`src/fitbc_pkg.sv`:
```
// Package for the flux interval to bitcell unit: shared codes, defaults,
// state enums and the result item structure. No dependencies.
`default_nettype none

package fitbc_pkg;

   // Defaults for the top-level parameters.
   localparam int unsigned TICKS_PER_CELL_DEF = 80;
   localparam int unsigned MAX_RUN_CELLS_DEF  = 4000;
   localparam int unsigned QUEUE_DEPTH_DEF    = 2;

   // Input item kinds, carried on req_tuser.
   localparam logic OP_FLUX = 1'b0;
   localparam logic OP_END  = 1'b1;

   // Ticks added to the carry by an overflow word.
   localparam logic [32:0] OVF_TICKS = 33'h0_0001_0000;

   // Cells in one result word, and the saturation value of the track total.
   localparam logic [6:0]  WORD_CELLS = 7'd64;
   localparam logic [23:0] TOTAL_MAX  = 24'hFF_FFFF;

   typedef enum logic [1:0] {
      F_IDLE,
      F_DIV,
      F_PUSH
   } front_state_type;

   typedef enum logic {
      B_IDLE,
      B_RUN
   } back_state_type;

   typedef struct packed {
      logic [63:0] cell_bits;
      logic [6:0]  valid_cells;
      logic        track_end;
      logic [23:0] track_cells;
      logic        last;
   } rsp_item_type;

endpackage

`default_nettype wire

```
`src/flux_interval_to_bitcells_unit.sv`:
```
// Top level of the flux interval to bitcell unit: front end, queue, back end.
// Depends on fitbc_pkg, fitbc_front, fitbc_queue and fitbc_back.
//
// Usage: the req_ channel carries one track of 16-bit flux interval words in
// req_tdata, with req_tuser = 0; a zero word is an overflow worth 65536 ticks.
// An item with req_tuser = 1 ends the track. The rsp_ channel returns 64-bit
// words of bitcells, first cell in the most significant bit, with the count of
// valid cells, the track-end flag on rsp_tuser and rsp_tlast on the last result
// that an input item causes. Overflow words cause no result.
// In the front end, an overflow word or a track end is taken in the idle
// state. A nonzero interval holds the front end through the accepting state,
// a state for the reciprocal multiplication that yields the cell count and a
// state that writes the count into the queue and waits while it is full. The
// back end takes a count in its idle state and then packs one full 64-bit word
// per cycle while the result register is free; the queue lets the front end go
// on. A count reaches the result register through the queue and the back end's
// run state, a track end through the queue alone. A stalled receiver holds the
// result register; the back end then stops at its next result, the queue fills
// and req_tready drops. Reset (synchronous, active high) clears the carry, the
// partial word, the cell total and the queue; no clearing pass is needed.
`default_nettype none

module flux_interval_to_bitcells_unit import fitbc_pkg::*; #(
   parameter int unsigned TICKS_PER_CELL = TICKS_PER_CELL_DEF,
   parameter int unsigned MAX_RUN_CELLS  = MAX_RUN_CELLS_DEF,
   parameter int unsigned QUEUE_DEPTH    = QUEUE_DEPTH_DEF
) (
   input  wire logic        clock,
   input  wire logic        reset,
   input  wire logic        req_tvalid,
   output logic             req_tready,
   input  wire logic [15:0] req_tdata,  // [15:0] flux_word
   input  wire logic        req_tuser,  // [0] op
   output logic             rsp_tvalid,
   input  wire logic        rsp_tready,
   output logic [95:0]      rsp_tdata,  // [63:0] cell_bits, [70:64] valid_cells,
                                        // [94:71] track_cells, [95] zero
   output logic             rsp_tuser,  // [0] track_end
   output logic             rsp_tlast
);

   localparam int unsigned CELLS_W = $clog2(MAX_RUN_CELLS + 1);

   logic             q_push;
   logic             q_pop;
   logic             q_full;
   logic             q_empty;
   logic [CELLS_W:0] q_wr_data;
   logic [CELLS_W:0] q_rd_data;
   rsp_item_type     rsp_item;

   fitbc_front #(
      .TICKS_PER_CELL (TICKS_PER_CELL),
      .MAX_RUN_CELLS  (MAX_RUN_CELLS),
      .CELLS_W        (CELLS_W)
   ) u_front (
      .clock         (clock),
      .reset         (reset),
      .req_valid     (req_tvalid),
      .req_op        (req_tuser),
      .req_flux_word (req_tdata),
      .req_ready     (req_tready),
      .q_full        (q_full),
      .q_push        (q_push),
      .q_data        (q_wr_data)
   );

   fitbc_queue #(
      .DATA_W (CELLS_W + 1),
      .DEPTH  (QUEUE_DEPTH)
   ) u_queue (
      .clock   (clock),
      .reset   (reset),
      .push    (q_push),
      .wr_data (q_wr_data),
      .full    (q_full),
      .pop     (q_pop),
      .rd_data (q_rd_data),
      .empty   (q_empty)
   );

   fitbc_back #(
      .CELLS_W (CELLS_W)
   ) u_back (
      .clock     (clock),
      .reset     (reset),
      .q_empty   (q_empty),
      .q_data    (q_rd_data),
      .q_pop     (q_pop),
      .rsp_valid (rsp_tvalid),
      .rsp_ready (rsp_tready),
      .rsp_item  (rsp_item)
   );

   assign rsp_tdata = {1'b0, rsp_item.track_cells, rsp_item.valid_cells,
                       rsp_item.cell_bits};
   assign rsp_tuser = rsp_item.track_end;
   assign rsp_tlast = rsp_item.last;

endmodule

`default_nettype wire

```
`src/fitbc_queue.sv`:
```
// Small flip-flop FIFO between the classifying front and the cell emitter.
// Depends on nothing but its parameters.
`default_nettype none

module fitbc_queue #(
   parameter int unsigned DATA_W = 13,
   parameter int unsigned DEPTH  = 2
) (
   input  wire logic              clock,
   input  wire logic              reset,
   input  wire logic              push,
   input  wire logic [DATA_W-1:0] wr_data,
   output logic                   full,
   input  wire logic              pop,
   output logic [DATA_W-1:0]      rd_data,
   output logic                   empty
);

   localparam int unsigned PW   = (DEPTH > 1) ? $clog2(DEPTH) : 1;
   localparam int unsigned CNTW = $clog2(DEPTH + 1);
   localparam logic [PW-1:0]   PTR_LAST = PW'(DEPTH - 1);
   localparam logic [CNTW-1:0] CNT_FULL = CNTW'(DEPTH);

   logic [DATA_W-1:0] mem_ff [DEPTH];
   logic [PW-1:0]     wr_ptr_ff, wr_ptr_in;
   logic [PW-1:0]     rd_ptr_ff, rd_ptr_in;
   logic [CNTW-1:0]   count_ff, count_in;

   assign full    = (count_ff == CNT_FULL);
   assign empty   = (count_ff == '0);
   assign rd_data = mem_ff[rd_ptr_ff];

   always_comb begin
      wr_ptr_in = wr_ptr_ff;
      rd_ptr_in = rd_ptr_ff;
      count_in  = count_ff;
      if (push) begin
         wr_ptr_in = (wr_ptr_ff == PTR_LAST) ? '0 : wr_ptr_ff + 1'b1;
      end
      if (pop) begin
         rd_ptr_in = (rd_ptr_ff == PTR_LAST) ? '0 : rd_ptr_ff + 1'b1;
      end
      if (push && !pop) begin
         count_in = count_ff + 1'b1;
      end else if (pop && !push) begin
         count_in = count_ff - 1'b1;
      end
   end

   always_ff @(posedge clock) begin
      if (reset) begin
         wr_ptr_ff <= '0;
         rd_ptr_ff <= '0;
         count_ff  <= '0;
      end else begin
         wr_ptr_ff <= wr_ptr_in;
         rd_ptr_ff <= rd_ptr_in;
         count_ff  <= count_in;
      end
   end

   always_ff @(posedge clock) begin
      if (push) begin
         mem_ff[wr_ptr_ff] <= wr_data;
      end
   end

   a_no_push_full: assert property (@(posedge clock) disable iff (reset)
      push |-> !full) else $error("queue written while full");
   a_count_range: assert property (@(posedge clock) disable iff (reset)
      count_ff <= CNT_FULL) else $error("queue count out of range");
   a_count_up: assert property (@(posedge clock) disable iff (reset)
      push && !pop |=> count_ff == $past(count_ff) + 1'b1)
      else $error("queue count did not follow a write");

endmodule

`default_nettype wire

```
`src/fitbc_front.sv`:
```
// Front end: accepts input items, folds overflow words into the carry and
// turns an interval into a cell count by a reciprocal multiplication.
// Depends on fitbc_pkg.
`default_nettype none

module fitbc_front import fitbc_pkg::*; #(
   parameter int unsigned TICKS_PER_CELL = TICKS_PER_CELL_DEF,
   parameter int unsigned MAX_RUN_CELLS  = MAX_RUN_CELLS_DEF,
   parameter int unsigned CELLS_W        = $clog2(MAX_RUN_CELLS + 1)
) (
   input  wire logic               clock,
   input  wire logic               reset,
   input  wire logic               req_valid,
   input  wire logic               req_op,
   input  wire logic [15:0]        req_flux_word,
   output logic                    req_ready,
   input  wire logic               q_full,
   output logic                    q_push,
   output logic [CELLS_W:0]        q_data
);

   // Below the saturation limit the rounded interval fits in DW bits. A
   // reciprocal rounded up, with SHIFT fraction bits, gives the exact quotient
   // for every dividend of that width.
   localparam logic [63:0] SAT_LIMIT = 64'(MAX_RUN_CELLS) * 64'(TICKS_PER_CELL);
   localparam int unsigned DW    = $clog2(SAT_LIMIT);
   localparam int unsigned SHIFT = DW + $clog2(TICKS_PER_CELL);
   localparam int unsigned MW    = DW + 1;
   localparam int unsigned PW    = DW + MW;
   localparam logic [63:0] RECIP_FULL =
      ((64'd1 << SHIFT) + 64'(TICKS_PER_CELL) - 64'd1) / 64'(TICKS_PER_CELL);
   localparam logic [MW-1:0]      RECIP       = RECIP_FULL[MW-1:0];
   localparam logic [32:0]        HALF        = 33'(TICKS_PER_CELL / 2);
   localparam logic [32:0]        LIMIT       = SAT_LIMIT[32:0];
   localparam logic [CELLS_W-1:0] MAX_CELLS   = CELLS_W'(MAX_RUN_CELLS);
   localparam logic [CELLS_W-1:0] ONE_CELL    = CELLS_W'(1);

   front_state_type    state_ff, state_in;
   logic [31:0]        carry_ff, carry_in;
   logic [DW-1:0]      rem_ff, rem_in;
   logic [CELLS_W-1:0] quo_ff, quo_in;
   logic               sat_ff, sat_in;

   logic [32:0]        carry_sum;
   logic [32:0]        word_sum;
   logic [32:0]        interval;
   logic [32:0]        rounded;
   logic [PW-1:0]      product;
   logic [CELLS_W-1:0] quotient;
   logic [CELLS_W-1:0] cells;

   // The interval saturates at 32 bits before rounding.
   assign carry_sum = {1'b0, carry_ff} + OVF_TICKS;
   assign word_sum  = {1'b0, carry_ff} + {17'd0, req_flux_word};
   assign interval  = word_sum[32] ? 33'h0_FFFF_FFFF : word_sum;
   assign rounded   = interval + HALF;

   assign product   = {{MW{1'b0}}, rem_ff} * {{DW{1'b0}}, RECIP};
   assign quotient  = CELLS_W'(product >> SHIFT);
   assign cells     = sat_ff ? MAX_CELLS : ((quo_ff == '0) ? ONE_CELL : quo_ff);

   always_comb begin
      state_in  = state_ff;
      carry_in  = carry_ff;
      rem_in    = rem_ff;
      quo_in    = quo_ff;
      sat_in    = sat_ff;
      req_ready = 1'b0;
      q_push    = 1'b0;
      q_data    = '0;
      unique case (state_ff)
         F_IDLE: begin
            req_ready = !q_full;
            if (req_valid && !q_full) begin
               if (req_op == OP_END) begin
                  // A pending carry is dropped at the track end.
                  q_push   = 1'b1;
                  q_data   = {1'b1, {CELLS_W{1'b0}}};
                  carry_in = '0;
               end else if (req_flux_word == 16'd0) begin
                  carry_in = carry_sum[32] ? 32'hFFFF_FFFF : carry_sum[31:0];
               end else begin
                  carry_in = '0;
                  rem_in   = rounded[DW-1:0];
                  sat_in   = (rounded >= LIMIT);
                  state_in = F_DIV;
               end
            end
         end
         F_DIV: begin
            // One registered multiplication by the reciprocal of the cell length.
            quo_in   = quotient;
            state_in = F_PUSH;
         end
         F_PUSH: begin
            if (!q_full) begin
               q_push   = 1'b1;
               q_data   = {1'b0, cells};
               state_in = F_IDLE;
            end
         end
         default: begin
            state_in = F_IDLE;
         end
      endcase
   end

   always_ff @(posedge clock) begin
      if (reset) begin
         state_ff <= F_IDLE;
         carry_ff <= '0;
      end else begin
         state_ff <= state_in;
         carry_ff <= carry_in;
      end
   end

   always_ff @(posedge clock) begin
      rem_ff  <= rem_in;
      quo_ff  <= quo_in;
      sat_ff  <= sat_in;
   end

   a_busy_not_ready: assert property (@(posedge clock) disable iff (reset)
      state_ff != F_IDLE |-> !req_ready) else $error("front ready while busy");
   a_carry_cleared: assert property (@(posedge clock) disable iff (reset)
      req_valid && req_ready && (req_op == OP_END || req_flux_word != 16'd0)
      |=> carry_ff == '0) else $error("carry not cleared");
   a_div_ends: assert property (@(posedge clock) disable iff (reset)
      state_ff == F_DIV |=> state_ff == F_PUSH)
      else $error("divider did not finish");

endmodule

`default_nettype wire

```
`src/fitbc_back.sv`:
```
// Back end: takes cell counts and track ends from the queue, packs cells
// MSB-first into 64-bit words and holds the result register.
// Depends on fitbc_pkg.
`default_nettype none

module fitbc_back import fitbc_pkg::*; #(
   parameter int unsigned CELLS_W = 12
) (
   input  wire logic             clock,
   input  wire logic             reset,
   input  wire logic             q_empty,
   input  wire logic [CELLS_W:0] q_data,
   output logic                  q_pop,
   output logic                  rsp_valid,
   input  wire logic             rsp_ready,
   output rsp_item_type          rsp_item
);

   localparam int unsigned ZW = (CELLS_W > 7) ? CELLS_W : 7;
   localparam logic [63:0] WORD_TOP = 64'h8000_0000_0000_0000;

   back_state_type     state_ff, state_in;
   logic [63:0]        word_ff, word_in;
   logic [5:0]         count_ff, count_in;
   logic [CELLS_W-1:0] zeros_ff, zeros_in;
   logic [23:0]        total_ff, total_in;
   logic               out_valid_ff, out_valid_in;
   rsp_item_type       out_item_ff, out_item_in;

   logic               out_free;
   logic               entry_end;
   logic [CELLS_W-1:0] entry_cells;
   logic [6:0]         space;
   logic [ZW-1:0]      zeros_wide;
   logic [ZW-1:0]      zeros_after;
   logic               full_run;
   logic [5:0]         pos;
   logic [63:0]        word_one;
   logic [24:0]        total_add;
   logic [23:0]        total_run;
   logic [6:0]         padded;
   logic [6:0]         pad_add;
   logic [24:0]        total_pad_sum;
   logic [23:0]        total_pad;
   logic               emit;
   rsp_item_type       emit_item;

   assign out_free    = !out_valid_ff || rsp_ready;
   assign entry_end   = q_data[CELLS_W];
   assign entry_cells = q_data[CELLS_W-1:0];

   assign space       = WORD_CELLS - {1'b0, count_ff};
   assign zeros_wide  = ZW'(zeros_ff);
   assign full_run    = (zeros_wide >= ZW'(space));
   assign zeros_after = zeros_wide - ZW'(space);
   // Valid only when the zeros do not fill the word.
   assign pos         = count_ff + 6'(zeros_ff);
   assign word_one    = word_ff | (WORD_TOP >> pos);

   assign total_add   = {1'b0, total_ff} + 25'(entry_cells);
   assign total_run   = total_add[24] ? TOTAL_MAX : total_add[23:0];

   assign padded        = ({1'b0, count_ff} + 7'd7) & 7'h78;
   assign pad_add       = padded - {1'b0, count_ff};
   assign total_pad_sum = {1'b0, total_ff} + 25'(pad_add);
   assign total_pad     = total_pad_sum[24] ? TOTAL_MAX : total_pad_sum[23:0];

   always_comb begin
      state_in  = state_ff;
      word_in   = word_ff;
      count_in  = count_ff;
      zeros_in  = zeros_ff;
      total_in  = total_ff;
      q_pop     = 1'b0;
      emit      = 1'b0;
      emit_item = '0;
      unique case (state_ff)
         B_IDLE: begin
            if (!q_empty) begin
               if (entry_end) begin
                  if (out_free) begin
                     q_pop                 = 1'b1;
                     emit                  = 1'b1;
                     emit_item.cell_bits   = word_ff;
                     emit_item.valid_cells = padded;
                     emit_item.track_end   = 1'b1;
                     emit_item.track_cells = total_pad;
                     emit_item.last        = 1'b1;
                     word_in               = '0;
                     count_in              = '0;
                     total_in              = '0;
                  end
               end else begin
                  q_pop    = 1'b1;
                  zeros_in = entry_cells - 1'b1;
                  total_in = total_run;
                  state_in = B_RUN;
               end
            end
         end
         B_RUN: begin
            if (full_run) begin
               // Zeros fill the rest of the word. It is the item's last
               // result unless the zeros left and the closing one would fill the next word.
               if (out_free) begin
                  emit                  = 1'b1;
                  emit_item.cell_bits   = word_ff;
                  emit_item.valid_cells = WORD_CELLS;
                  emit_item.last        = (zeros_after <= ZW'(62));
                  word_in               = '0;
                  count_in              = '0;
                  zeros_in              = CELLS_W'(zeros_after);
               end
            end else if (pos == 6'd63) begin
               if (out_free) begin
                  emit                  = 1'b1;
                  emit_item.cell_bits   = word_one;
                  emit_item.valid_cells = WORD_CELLS;
                  emit_item.last        = 1'b1;
                  word_in               = '0;
                  count_in              = '0;
                  zeros_in              = '0;
                  state_in              = B_IDLE;
               end
            end else begin
               word_in  = word_one;
               count_in = pos + 1'b1;
               zeros_in = '0;
               state_in = B_IDLE;
            end
         end
         default: begin
            state_in = B_IDLE;
         end
      endcase

      out_valid_in = out_valid_ff;
      out_item_in  = out_item_ff;
      if (emit) begin
         out_valid_in = 1'b1;
         out_item_in  = emit_item;
      end else if (rsp_ready) begin
         out_valid_in = 1'b0;
      end
   end

   always_ff @(posedge clock) begin
      if (reset) begin
         state_ff     <= B_IDLE;
         word_ff      <= '0;
         count_ff     <= '0;
         zeros_ff     <= '0;
         total_ff     <= '0;
         out_valid_ff <= 1'b0;
      end else begin
         state_ff     <= state_in;
         word_ff      <= word_in;
         count_ff     <= count_in;
         zeros_ff     <= zeros_in;
         total_ff     <= total_in;
         out_valid_ff <= out_valid_in;
      end
   end

   always_ff @(posedge clock) begin
      out_item_ff <= out_item_in;
   end

   assign rsp_valid = out_valid_ff;
   assign rsp_item  = out_item_ff;

   a_end_bytes: assert property (@(posedge clock) disable iff (reset)
      out_valid_ff && out_item_ff.track_end
      |-> out_item_ff.valid_cells[2:0] == 3'd0 && out_item_ff.last)
      else $error("track end not byte aligned");
   a_full_word: assert property (@(posedge clock) disable iff (reset)
      out_valid_ff && !out_item_ff.track_end
      |-> out_item_ff.valid_cells == WORD_CELLS && out_item_ff.track_cells == '0)
      else $error("run result not a full word");
   a_emit_free: assert property (@(posedge clock) disable iff (reset)
      emit |-> out_free) else $error("result register overwritten");
   a_pop_nonempty: assert property (@(posedge clock) disable iff (reset)
      q_pop |-> !q_empty) else $error("pop from empty queue");

endmodule

`default_nettype wire
```
`config.mk`:
```
export PLATFORM = sky130hd
export DESIGN_NAME = flux_interval_to_bitcells_unit
export DESIGN_NICKNAME = d
export VERILOG_FILES = /design/src/fitbc_pkg.sv /design/src/flux_interval_to_bitcells_unit.sv /design/src/fitbc_queue.sv /design/src/fitbc_front.sv /design/src/fitbc_back.sv
export SDC_FILE = /design/constraint.sdc
export NUM_CORES = 1
export LEC_CHECK = 0
export BUFFER_PORTS_ARGS = -buffer_cell sky130_fd_sc_hd__buf_2
export CAP_MARGIN = 20
export CORE_MARGIN = 4
export CORE_UTILIZATION = 55
export CTS_CLUSTER_SIZE = 12
export DETAILED_ROUTE_END_ITERATION = 12
export GPL_TIMING_DRIVEN = 0
export PLACE_DENSITY = 0.72
export RECOVER_POWER = 100
export SKIP_LAST_GASP = 1
export SYNTH_ARGS = -nofsm -noshare
export SYNTH_HDL_FRONTEND = slang
export SYNTH_SLANG_ARGS = --single-unit
```
`constraint.sdc`:
```
create_clock -name clock -period 8.2 [get_ports clock]
set_input_delay 1.23 -clock clock [delete_from_list [all_inputs] [get_ports clock]]
set_output_delay 1.23 -clock clock [all_outputs]
set_load 0.02 [all_outputs]
```
Word level (Yosys, flattened, before mapping)
Memory sizes are Yosys's and may differ from the RTL's. A register that Yosys moved wholly into a read port is not among the register bits.
Cells that the tools add are included.
{"block": "totals", "ff_bits": 275, "mem_bits_rw": 26, "in_bits": 21, "out_inout_bits": 100, "n_memories": 1}
{"name": "u_queue.mem_ff", "depth": 2, "word_bits": 13, "rd": 1, "rd_ports_with_merged_regs": 1, "wr": 1, "line": "fitbc_queue.sv:24", "source": "logic [DATA_W-1:0] mem_ff [DEPTH];"}
{"block": "classes", "add_sub_neg": 16, "n_mul": 1, "order_cmp": 3, "n_eq_ne": 14, "n_shift": 1, "mux": 79, "n_bitwise": 7, "reduce_logical": 22}
{"operator": "two-way mux 64 bit", "n": 5}
{"operator": "two-way mux 97 bit", "n": 3}
{"operator": "two-way mux 71 bit", "n": 4}
{"operator": "one-hot mux 71 bit (2 select lines)", "n": 1}
{"operator": "two-way mux 32 bit", "n": 4}
{"operator": "one-hot mux 64 bit (2 select lines)", "n": 1}
{"operator": "two-way mux 12 bit", "n": 9}
{"operator": "two-way mux 24 bit", "n": 4}
{"operator": "OR 64 bit", "n": 1}
{"operator": ">> shifter 64 x 6 -> 64 bit (first input constant)", "n": 1}
{"operator": "multiplier 19 x 20 -> 38 bit (second input constant)", "n": 1}
{"operator": "adder 32 x 16 -> 33 bit", "n": 1}
{"operator": "adder 32 x 17 -> 33 bit (second input constant)", "n": 1}
{"operator": "adder 33 x 6 -> 33 bit (second input constant)", "n": 1}
{"operator": ">= comparator 33 x 19 -> 1 bit (second input constant)", "n": 1}
{"operator": "two-way mux 6 bit", "n": 5}
{"operator": "two-way mux 1 bit", "n": 27}
{"operator": "two-way mux 13 bit", "n": 2}
{"operator": "one-hot mux 13 bit (2 select lines)", "n": 1}
{"operator": "adder 24 x 12 -> 25 bit", "n": 1}
{"operator": "adder 24 x 7 -> 25 bit", "n": 1}
{"operator": "one-hot mux 12 bit (2 select lines)", "n": 1}
{"operator": "zero test 16 bit", "n": 1}
{"operator": ">= comparator 12 x 7 -> 1 bit", "n": 1}
{"operator": "other kinds (33)", "n": 65}

Logic depth before layout (Yosys ltp)
{"block": "logic_depth", "word_depth": 9, "depth_mapped": 24, "depth_no_buf": 24}

Modules after synthesis
Synthesis repeated with hierarchy kept, for this count alone.
{"block": "hier_totals", "cells_unflattened": 2170, "area_unflattened_um2": 21081.5}
{"mod": "fitbc_back", "instances": 1, "cells_each": 1053, "area_per_inst_um2": 10435.0}
{"mod": "fitbc_front", "instances": 1, "cells_each": 1053, "area_per_inst_um2": 9495.4}
{"mod": "fitbc_queue", "instances": 1, "cells_each": 62, "area_per_inst_um2": 1139.8}
{"mod": "flux_interval_to_bitcells_unit", "instances": 1, "cells_each": 2, "area_per_inst_um2": 11.3}

Worst setup path before layout
Ideal clock, no wire load.
{"block": "synth_timing", "path_type": "flip-flop to flip-flop", "from": "reg u_front.rem_ff[17]", "to": "reg u_front.quo_ff[11], data pin", "setup_ns": 0.278, "arrival_time_ns": 6.018, "slack_ns": 1.905, "stages_incl_launch_ff": 24, "synth_period_minus_slack_ns": 6.295, "path_cell_list": "edfxtp_1 -> inv_1 -> ha_1 -> inv_1 -> fa_1 -> inv_1 -> fa_1 -> inv_1 -> fa_1 -> fa_1 -> inv_1 -> fa_1 -> inv_1 -> ha_1 -> a21o_1 -> a221oi_1 -> o21ai_0 -> a21o_1 -> a21o_1 -> a211oi_1 -> o21ai_0 -> a41oi_1 -> mux2i_1 -> o311ai_0"}
{"block": "synth_between", "elab_chain_len": 1}
{"element": "start: declaration", "line": "fitbc_front.sv:40", "source": "logic [DW-1:0] rem_ff, rem_in;"}
{"element": "start signal: assignment", "line": "fitbc_front.sv:119", "source": "rem_ff <= rem_in;"}
{"element": "multiplier 19 x 20 -> 38 bit", "line": "fitbc_front.sv:58", "source": "assign product = {{MW{1'b0}}, rem_ff} * {{DW{1'b0}}, RECIP};"}
{"element": "net u_front.product[37]", "line": "fitbc_front.sv:48", "source": "logic [PW-1:0] product;"}
{"element": "end signal: assignment", "line": "fitbc_front.sv:120", "source": "quo_ff <= quo_in;"}
{"element": "end: declaration", "line": "fitbc_front.sv:41", "source": "logic [CELLS_W-1:0] quo_ff, quo_in;"}
The timed path passes the listed nets, and every way through them passes these cells.
A chain may end at the register's enable or synchronous reset.

Worst setup path after layout
{"block": "layout_timing", "from": "reg u_front.rem_ff[18]", "to": "reg u_front.quo_ff[11], data pin"}
Same word-level chain as after synthesis.

==> flow_metrics.env <==
export IMPL_layout_nets=2717
export IMPL_power_leakage_nw=9.672
export IMPL_clkPwrFrac_pct=14.0
export IMPL_gp_congestion=0.9543
export IMPL_first_pass_iters=5
export IMPL_critical_path_peak_fanout=3
export IMPL_yosysWarnings=0
export IMPL_synth_edf_count=152
export IMPL_synth_top_area_share_pct=21.80
export IMPL_cts_tree="built"
export IMPL_cap_violations=3
export IMPL_num_vias=16750
export IMPL_wire_per_inst_um=17.01
export IMPL_vdd_drop_max_v=0.0002686
export IMPL_required_ps=8510
export IMPL_initial_utilization_pct=55.71
export IMPL_grt_max_degree=68
export IMPL_grt_pass1_wl_um=82790
export IMPL_grt_pass1_vias=16790
export IMPL_synth_seq_area_share_pct=34.43
export IMPL_synth_cells=2241
export IMPL_via_per_inst=5.710
export IMPL_dp_hpwl_um=39310
export IMPL_worstPathArrival_ps=7330
export IMPL_final_cells=2934
export IMPL_drtIter0Drc=1015
export IMPL_hold_violations=0
export IMPL_switchingPower_mw=4.624
export IMPL_antenna_found_initial=2
export IMPL_finClkSkew_ps=15.16
export IMPL_ios=121
export IMPL_layout_common_cells="inv_1, clkbuf_1, nor2_1, ha_1, edfxtp_1"
export IMPL_tns_ps=0
export IMPL_synthesis_area_mm2=0.02094
export IMPL_rsz0062_at_grt="false"
export IMPL_crit_type="reg2reg"
export IMPL_synth_area_top_cells="edfxtp_1, dfxtp_1, ha_1"
export IMPL_fin_total_pwr_mw=9.861
export IMPL_drc_errors=0
export IMPL_violations="max-capacitance violations, max-slew violations"
export IMPL_cts_resized=0
export IMPL_worstSetupEndpointType="register"
export IMPL_worst_slew_pin_slew_ps=1750
export IMPL_ant_nets=0
export IMPL_grt_overflow=0
export IMPL_timing_max_slew_rel_slack_pct=-16.65
export IMPL_seqPwrFrac_pct=23.1
export IMPL_clock_path_buffers=3
export IMPL_synthArstFlopShare_pct=0
export IMPL_final_common_cell="inv_1"
export IMPL_startpoint_type="register"
export IMPL_cts_root_buf="clkbuf_16"
export IMPL_placed_cells=2875
export IMPL_areaGrowthSynthToFinish_pct=10.08
export IMPL_final_setup_viol_count=0
export IMPL_drt_total_wl_um=49900
export IMPL_syn_avg_cell_area_um2=9.342
export IMPL_ys_ff_latch=284
export IMPL_p_int_mw=5.237
export IMPL_ys_types=89
export IMPL_cts_reportedPaths_clkPinSlew_ps=60
export IMPL_timing_max_transition_violations_final=127
export IMPL_clkLatencyLatePin_ps=580
export IMPL_status="finished, violations left"
export IMPL_die_y_um=203.1
export IMPL_dieArea_mm2=0.04125
export IMPL_synth_area_leader_cell="edfxtp_1"
export IMPL_postCtsSetupBuffers=0
export IMPL_io_buffers=116
export IMPL_core_rowCount=71
export IMPL_min_period_over_period_pct=85.63
export IMPL_cts_hold_buf=0
export IMPL_powerDensity_mw_per_mm2=427.9
export IMPL_comb_power_share_pct=62.9
export IMPL_fmax_ghz=0.1424
export IMPL_hold_class="reg2reg"
export IMPL_numCtsBuffers=31
export IMPL_grt_use_total_pct=24.04
export IMPL_die_w_um=203.1
export IMPL_drive_gt1_share_pct=4.789
export IMPL_yosys_most_used_dff="edfxtp_1"
export IMPL_htreeDepth=1
export IMPL_core_mm2=0.03758
export IMPL_period_needed_ps=7022
export IMPL_cts_sinks=284
export IMPL_switching_share_pct=46.89
==> power by group through the flow <==
stage | logic, mW | registers (mW) | clock network (mW)
final | 6.20 | 2.28 | 1.38
after global routing | 7.06 | 2.32 | 1.48
after CTS | 6.33 | 2.26 | 1.41
after detailed placement | 6.26 | 2.29 | 0
after global placement | 6.07 | 2.33 | 0
after floorplan | 4.39 | 2.56 | 0
==> Yosys cell counts (19+ instances only) <==
master and number:
nor2_1 201, dfxtp_1 132, or3_1 19, nand2_1 126, a32oi_1 29, ha_1 194, a21oi_1 135, and2_1 82
nand3_1 44, nor2b_1 19, nand4_1 19, a31oi_1 19, fa_1 104, xnor2_1 58, nand2b_1 22, a22oi_1 41
xor2_1 35, a21o_1 38, edfxtp_1 152, inv_1 242, o21ai_0 137, nor3_1 51, clkbuf_1 87
==> final cells by class <==
| class | count | area, um^2 |
|---|---|---|
| Fill cell | 3288 | 14530 |
| Multi-Input combinational cell | 1610 | 12360 |
| Sequential cell | 284 | 7207 |
| Inverter | 242 | 908.4 |
| Clock buffer | 45 | 849.6 |
| Tap cell | 511 | 639.4 |
| Timing Repair Buffer | 121 | 481.7 |
| Buffer | 108 | 434.2 |
| Clock inverter | 12 | 157.7 |
| Antenna cell | 1 | 2.502 |
==> cells by family (layout without fill, tap and decap cells) <==
kind of cell / after synthesis / count (layout) / share of synthesized area, %
simple gates: 656 / 656 / 15.55
compound gates: 528 / 528 / 16.57
buf+inv: 350 / 528 / 6.425
fa+ha+maj: 298 / 298 / 21.54
flops: 284 / 284 / 34.43
xor+xnor: 94 / 94 / 3.968
mux: 30 / 30 / 1.506
other cells: 1 / 5 / 0.01791
==> flip-flops by register name, indices dropped and copies added (netlist names), 2 cells and up, named ones only <==
register and flops:
u_back.rsp_item 94, u_front.state_ff 2, u_back.zeros_ff 12, u_back.count_ff 6, u_queue.count_ff 2, u_front.rem_ff 19
u_queue.mem_ff 26, u_back.word_ff 64, u_front.carry_ff 17, u_back.total_ff 24, u_front.quo_ff 12
==> stage by stage <==
step	setup WS, ps	cell area, um^2	hold WS (ps)	util [%]
4_1_cts	1137	23230	482.7	61.83
3_5_place_dp	1217	22230	465.9	59.15
3_3_place_gp	634.1	22170	457.7	58.99
6_report	1178	23040	481.3	61.33
5_1_grt	804.6	23040	516.5	61.33
2_1_floorplan	1905	20950	441.6	-
==> worst max-delay path, cell delays in order (launching register included) <==
cell	delay, ps
edfxtp_1	450
ha_1	300
inv_1	70
fa_1	570
inv_1	100
fa_1	580
inv_1	80
fa_1	520
fa_1	540
inv_1	50
fa_1	530
inv_1	50
ha_1	310
a21o_1	190
a221oi_1	280
o21ai_0	160
a21o_1	200
a21o_1	170
a211oi_1	500
o21ai_0	310
a41oi_1	410
mux2i_1	240
o311ai_0	140
==> path summary, 6_finish.rpt <==
| path | start | endpoint | slack (ps) | cells past startpoint |
|---|---|---|---|---|
| worst max register to register | u_front.rem_ff[18] | u_front.quo_ff[11] | 1180 | 22 |
| worst min register to register | u_back.word_ff[58] | u_back.word_ff[58] | 480 | 2 |
| worst min-delay path | u_back.word_ff[58] | u_back.word_ff[58] | 480 | 2 |
| worst max-delay path | u_front.rem_ff[18] | u_front.quo_ff[11] | 1180 | 22 |
==> routing by layer <==
layer  global-route usage [%]  vias to the layer above  wire [um]
met3                    3.162                      137       2567
met2                    41.92                      432      24530
met4                    8.432                        2       1785
met5                        0                        -         13
met1                    30.93                     8009      21000
li1                         -                     8172          -
No activity file was read; power rests on OpenSTA's default activity.
